$ cat src/rtl/mvhm_ram.sv
`default_nettype none
// ----------------------------------------------------------------------------
// mvhm_ram
// Generic simple dual-port RAM: one write port, one read port, registered read.
// ----------------------------------------------------------------------------
module mvhm_ram #(
  parameter int WIDTH = 8,
  parameter int DEPTH = 16
) (
  input  wire logic                             clk,
  input  wire logic                             wr_en,
  input  wire logic [$clog2(DEPTH)-1:0]         wr_addr,
  input  wire logic [WIDTH-1:0]                 wr_data,
  input  wire logic                             rd_en,
  input  wire logic [$clog2(DEPTH)-1:0]         rd_addr,
  output logic      [WIDTH-1:0]                 rd_data
);

  logic [WIDTH-1:0] mem [DEPTH];
  logic [WIDTH-1:0] rd_data_r;

  always_ff @(posedge clk) begin
    if (wr_en) begin
      mem[wr_addr] <= wr_data;
    end
    if (rd_en) begin
      rd_data_r <= mem[rd_addr];
    end
  end

  assign rd_data = rd_data_r;

endmodule
`default_nettype wire

$ cat config.mk
export PLATFORM = sky130hd
export DESIGN_NAME = mvhm_ram
export DESIGN_NICKNAME = d
export VERILOG_FILES = /design/src/rtl/mvhm_ram.sv
export SDC_FILE = /design/constraint.sdc
export NUM_CORES = 1
export LEC_CHECK = 0
export BUFFER_PORTS_ARGS = -buffer_cell sky130_fd_sc_hd__buf_2
export CORE_MARGIN = 1
export CORE_UTILIZATION = 55
export CTS_CLUSTER_SIZE = 40
export DETAILED_ROUTE_END_ITERATION = 10
export GPL_ROUTABILITY_DRIVEN = 1
export GPL_TIMING_DRIVEN = 0
export PLACE_DENSITY = 0.74
export SYNTH_ARGS = -nofsm -noshare
export SYNTH_HDL_FRONTEND = slang
export SYNTH_SLANG_ARGS = --single-unit
$ cat constraint.sdc
create_clock -name clk -period 2.55 [get_ports clk]
set_clock_uncertainty 0.1 [all_clocks]
set_input_delay 0.3825 -clock clk [delete_from_list [all_inputs] [get_ports clk]]
set_output_delay 0.3825 -clock clk [all_outputs]
set_load 0.005 [all_outputs]
-- Word level (Yosys, flattened, before mapping)
Memories as Yosys holds them, arrays and structs flattened. A register that Yosys moved wholly into a read port is not among the register bits.
Cells that the tools add are included.
- register bits after elaboration: 0
- memory bits (writable): 128
- output and inout bits: 8
- memories: 1
- multiplexer cells: 2
- memory list (name ; words ; width ; read ports ; clocked after Yosys merged registers in ; wr ports ; RTL line ; RTL):
    mem ; 16 ; 8 ; 1 ; 1 ; 1 ; 19 ; logic [WIDTH-1:0] mem [DEPTH];
- operators with widths (kind ; count):
    $mux 1 ; 2

-- Logic depth before layout (Yosys ltp)
- depth in word-level cells: 2
- depth in mapped cells: 5

-- Least setup slack after synthesis
OpenSTA, ideal clock, no wires.
- path kind: input to register
- from: input wr_addr[2]
- to: memory mem[0][0] (enable)
- library setup time: 383 ps
- arrival: 1492 ps
- slack: 575 ps
- stages: 2
- path buffers: 0
- path through: or3b_2 -> nor3_1
- RTL lines (what ; RTL line ; RTL):
    from (decl) ; 12 ; input wire logic [$clog2(DEPTH)-1:0] wr_addr,
    to (decl) ; 19 ;
Straight into the memory's write port.

-- Final worst setup path
- from: input wr_addr[2]
- to: memory mem[0][6] (enable)
Straight into the memory's write port.

==> impl_results.rst <==
.. list-table::
   :header-rows: 1

   * - Metric
     - Value
   * - Run status
     - completed
   * - Adder-cell share of the synthesized area
     - 0
   * - Number of resized instances in the post-cts repair step
     - 0
   * - Min-Delay Startpoint
     - rd_en
   * - Area of the core region
     - 9240 µm²
   * - Sink Count
     - 136
   * - DRC errors left
     - 0
   * - Sequential cell area
     - 4084 µm²
   * - Required arrival time at the worst endpoint
     - 2560 ps
   * - Worst Tran Pin Value
     - 1383 ps
   * - Share of power burned in registers
     - 0.469
   * - Layout net count
     - 292
   * - Setup slack after placement
     - -11.67 ps
   * - Smallest hold slack
     - 114.7 ps
   * - CTS tree
     - yes
   * - Post-Place Cells
     - 383
   * - Total detailed-routing wirelength
     - 9616 µm
   * - Clock buffer count from CTS
     - 17
   * - Violation count after the first detailed-routing iteration
     - 249
   * - Setup repair after global routing missed its margin
     - false
   * - MaxCap Viol Count
     - 0
   * - Clock tree root buffer cell
     - sky130_fd_sc_hd__clkbuf_8
   * - Die span in y
     - 99.49 µm
   * - Clock H-tree levels
     - 4
   * - Count of non-filler cells in the finished layout
     - 415
   * - Weighted congestion reported at the end of routability-driven placement
     - 0.7445
   * - Pin count of the biggest net entering global routing
     - 17
   * - Drt via density
     - 6.014
   * - Leading cell types in the layout, fill and taps excluded
     - 136 x sky130_fd_sc_hd__edfxtp_1, 28 x sky130_fd_sc_hd__buf_2, 18 x sky130_fd_sc_hd__mux4_2
   * - Number of global-route vias before repair
     - 2425
   * - Data arrival time of the critical path
     - 2100 ps
   * - I/O Buffers
     - 25
   * - Power per cell area
     - 876.5 nW/µm²
   * - Buffering stage count on the worst path with inverters included
     - 1
   * - Setup Viol. Count Final
     - 0
   * - Post-layout total power
     - 5.400 mW
   * - Yosys reg bits
     - 136
   * - Depth of the most critical reg-to-reg path
     - 3
   * - Crit path max-delay cell type
     - sky130_fd_sc_hd__nor3_1
   * - Setup crit end kind
     - flop
   * - Worst hold path stage count
     - 1
   * - Clock tree buffer depth
     - 2
   * - Post-CTS Hold Buffers
     - 0
   * - WHS Endpoint
     - rd_data[4]$_DFFE_PP_
   * - Internal power
     - 4.391 mW
   * - Total congestion overflow after global routing
     - 0
   * - Count of warnings emitted by yosys
     - 0
   * - Cell breakdown of the critical path
     - buf_2 > or3b_2 > nor3_1
   * - Main combinational cell family by area after synthesis
     - multiplexers
   * - I/O pin total
     - 27
   * - Final worst-path cycle share
     - 0.8209
   * - Crit path kind
     - input port to flop
   * - Highest net fanout along the worst path
     - 8
   * - Buffers inserted by post-CTS timing repair
     - 0
   * - Detailed-placement wirelength estimate
     - 5878 µm
   * - Cell family with most CP delay
     - simple AND/OR/NAND/NOR gates
   * - Post-CTS clock slew at the launch and capture registers of the worst setup and hold paths
     - 60 ps
   * - Xor and xnor area share after synthesis
     - 0
   * - Count of TritonRoute iterations in the first routing pass
     - 5
   * - Switch share
     - 0.1869
   * - Avg Inst Size Synth
     - 22.83 µm²
   * - Wire length per cell
     - 23.17 µm
   * - N_diodes
     - 0
   * - Mapped Nets
     - 248
   * - Die span in x
     - 99.49 µm
   * - Share of the synthesized area in compound gates (AO/OA/AOI/OAI)
     - 0.02298
   * - IR drop worst, VDD
     - 0.4450 mV
   * - Proportion of synthesized chip area in sequential cells
     - 0.7812
   * - Area delta synth->final
     - 17.86%
   * - Number of antenna violations at the first check in global routing
     - 0
   * - Distinct cells, synth
     - 18
   * - CP peak stage delay
     - 1070 ps
   * - Via count of the routed design
     - 2496
   * - Combined area of the multi-input logic cells
     - 1057 µm²
   * - Pins Over Slew Limit
     - 0
   * - Path length in cells of the critical path
     - 3
   * - Share of synthesized area spent on multiplexers
     - 0.1479
   * - Worst-case headroom to the max-slew limit
     - 0.07100
   * - Hold Crit Class
     - input port to flop
   * - Fraction of final layout cells sized beyond drive strength 1
     - 0.2902
   * - Most common cell after layout, fill and taps aside
     - sky130_fd_sc_hd__edfxtp_1
   * - Std-Cell Rows
     - 35
   * - Critical path startpoint category
     - input port
   * - Reg-to-Reg End
     - rd_data[0]$_DFFE_PP_
   * - Antenna-violating nets left
     - 0
   * - Highest Clock Rate
     - 477.7 MHz
   * - Syn Inst Count
     - 229
   * - GRT Resource Usage Total
     - 0.2173
   * - Leakage
     - 2.060 nW
   * - Initial cell density of the core
     - 0.5657
   * - First-pass GRT wire length
     - 14540 µm
   * - Final worst path period need
     - 2093 ps
   * - Clock insertion delay at the later pin of the skew report
     - 510 ps
   * - R2R Setup Slk
     - 850 ps
   * - Total Neg Setup Slack
     - 0 ps
   * - DIE AREA
     - 9898 µm²
   * - Critical R2R Launch
     - mem[5][0]$_DFFE_PP_
   * - Post-synthesis instance area
     - 5228 µm²
   * - Area fraction in and, or, nand and nor cells after synthesis
     - 0.03135
   * - Logic gate share of total power
     - 0.043
   * - Final Hold Fails
     - 0
   * - Fillers
     - 569
   * - Psw
     - 1.009 mW
   * - Clk pwr share
     - 0.488
   * - Worst Slack Setup Final
     - 456.7 ps
-- worst max-delay path by stage --
stage	start	end	slack (ps)
CTS	wr_addr[2]	mem[0][2]$_DFFE_PP_	500
finish	wr_addr[2]	mem[0][6]$_DFFE_PP_	460
detailed placement	wr_addr[2]	mem[0][4]$_DFFE_PP_	-10
global placement	wr_addr[2]	mem[0][4]$_DFFE_PP_	-7
global route	wr_addr[2]	mem[0][1]$_DFFE_PP_	440
floorplan	wr_addr[2]	mem[0][0]$_DFFE_PP_	570
-- final cells by class --
cell class,count,area share
Buffer,10,0.01401
Clock buffer,18,0.06783
Clock inverter,14,0.03716
Multi-Input combinational cell,83,0.1716
Sequential cell,136,0.6629
Tap cell,129,0.02620
Timing Repair Buffer,25,0.02031
-- power groups by stage --
stage	registers, mW	logic [mW]	clock network (mW)
final	2.53	0.233	2.64
after global routing	2.53	0.251	2.75
after CTS	2.53	0.235	2.66
after detailed placement	2.58	0.233	0
after global placement	2.57	0.227	0
after floorplan	2.58	0.127	0
-- flip-flops by register name, indices dropped and copies added, names as in the netlist --
name	cells
mem	128
rd_data	8
-- cell usage after synthesis --
| cell | number | area share |
|---|---|---|
| sky130_fd_sc_hd__edfxtp_1 | 136 | 0.78 |
| sky130_fd_sc_hd__mux4_2 | 18 | 0.078 |
| sky130_fd_sc_hd__a22oi_1 | 16 | 0.023 |
| sky130_fd_sc_hd__mux4_1 | 14 | 0.070 |
| sky130_fd_sc_hd__nor2_1 | 13 | 0.0093 |
| sky130_fd_sc_hd__nand2_1 | 9 | 0.0065 |
| sky130_fd_sc_hd__nor3_1 | 4 | 0.0038 |
| sky130_fd_sc_hd__buf_2 | 3 | 0.0029 |
| sky130_fd_sc_hd__buf_6 | 3 | 0.0065 |
| sky130_fd_sc_hd__clkdlybuf4s25_2 | 3 | 0.0057 |
| sky130_fd_sc_hd__nand2b_1 | 2 | 0.0024 |
| sky130_fd_sc_hd__nand3b_1 | 2 | 0.0029 |
| sky130_fd_sc_hd__and2_1 | 1 | 0.0012 |
| sky130_fd_sc_hd__and2b_1 | 1 | 0.0014 |
| sky130_fd_sc_hd__buf_4 | 1 | 0.0014 |
| sky130_fd_sc_hd__nand3_1 | 1 | 0.00096 |
| sky130_fd_sc_hd__nor2b_1 | 1 | 0.0012 |
| sky130_fd_sc_hd__or3b_2 | 1 | 0.0017 |
-- logic make-up (layout without fill, tap and decap cells) --
logic type	after synthesis	after routing
DFF	136	136
and+or+nand+nor	35	35
muxes	32	32
AOI/OAI and AO/OA	16	16
buffers and inverters	10	67
-- routing by layer --
layer,track usage,routed length [µm],up-vias
li1,-,-,1071
met1,0.3090,4087,1283
met2,0.3301,4633,130
met3,0.04919,720,12
met4,0.09389,174,0
met5,0,0,-
-- stage by stage --
stage	utilization	area (µm²)
4_1_cts	0.6668	6161
3_3_place_gp	0.5968	5514
3_5_place_dp	0.5968	5514
2_1_floorplan	-	5228
6_report	0.6668	6161
5_1_grt	0.6668	6161
Power figures use the tool's default switching activity.
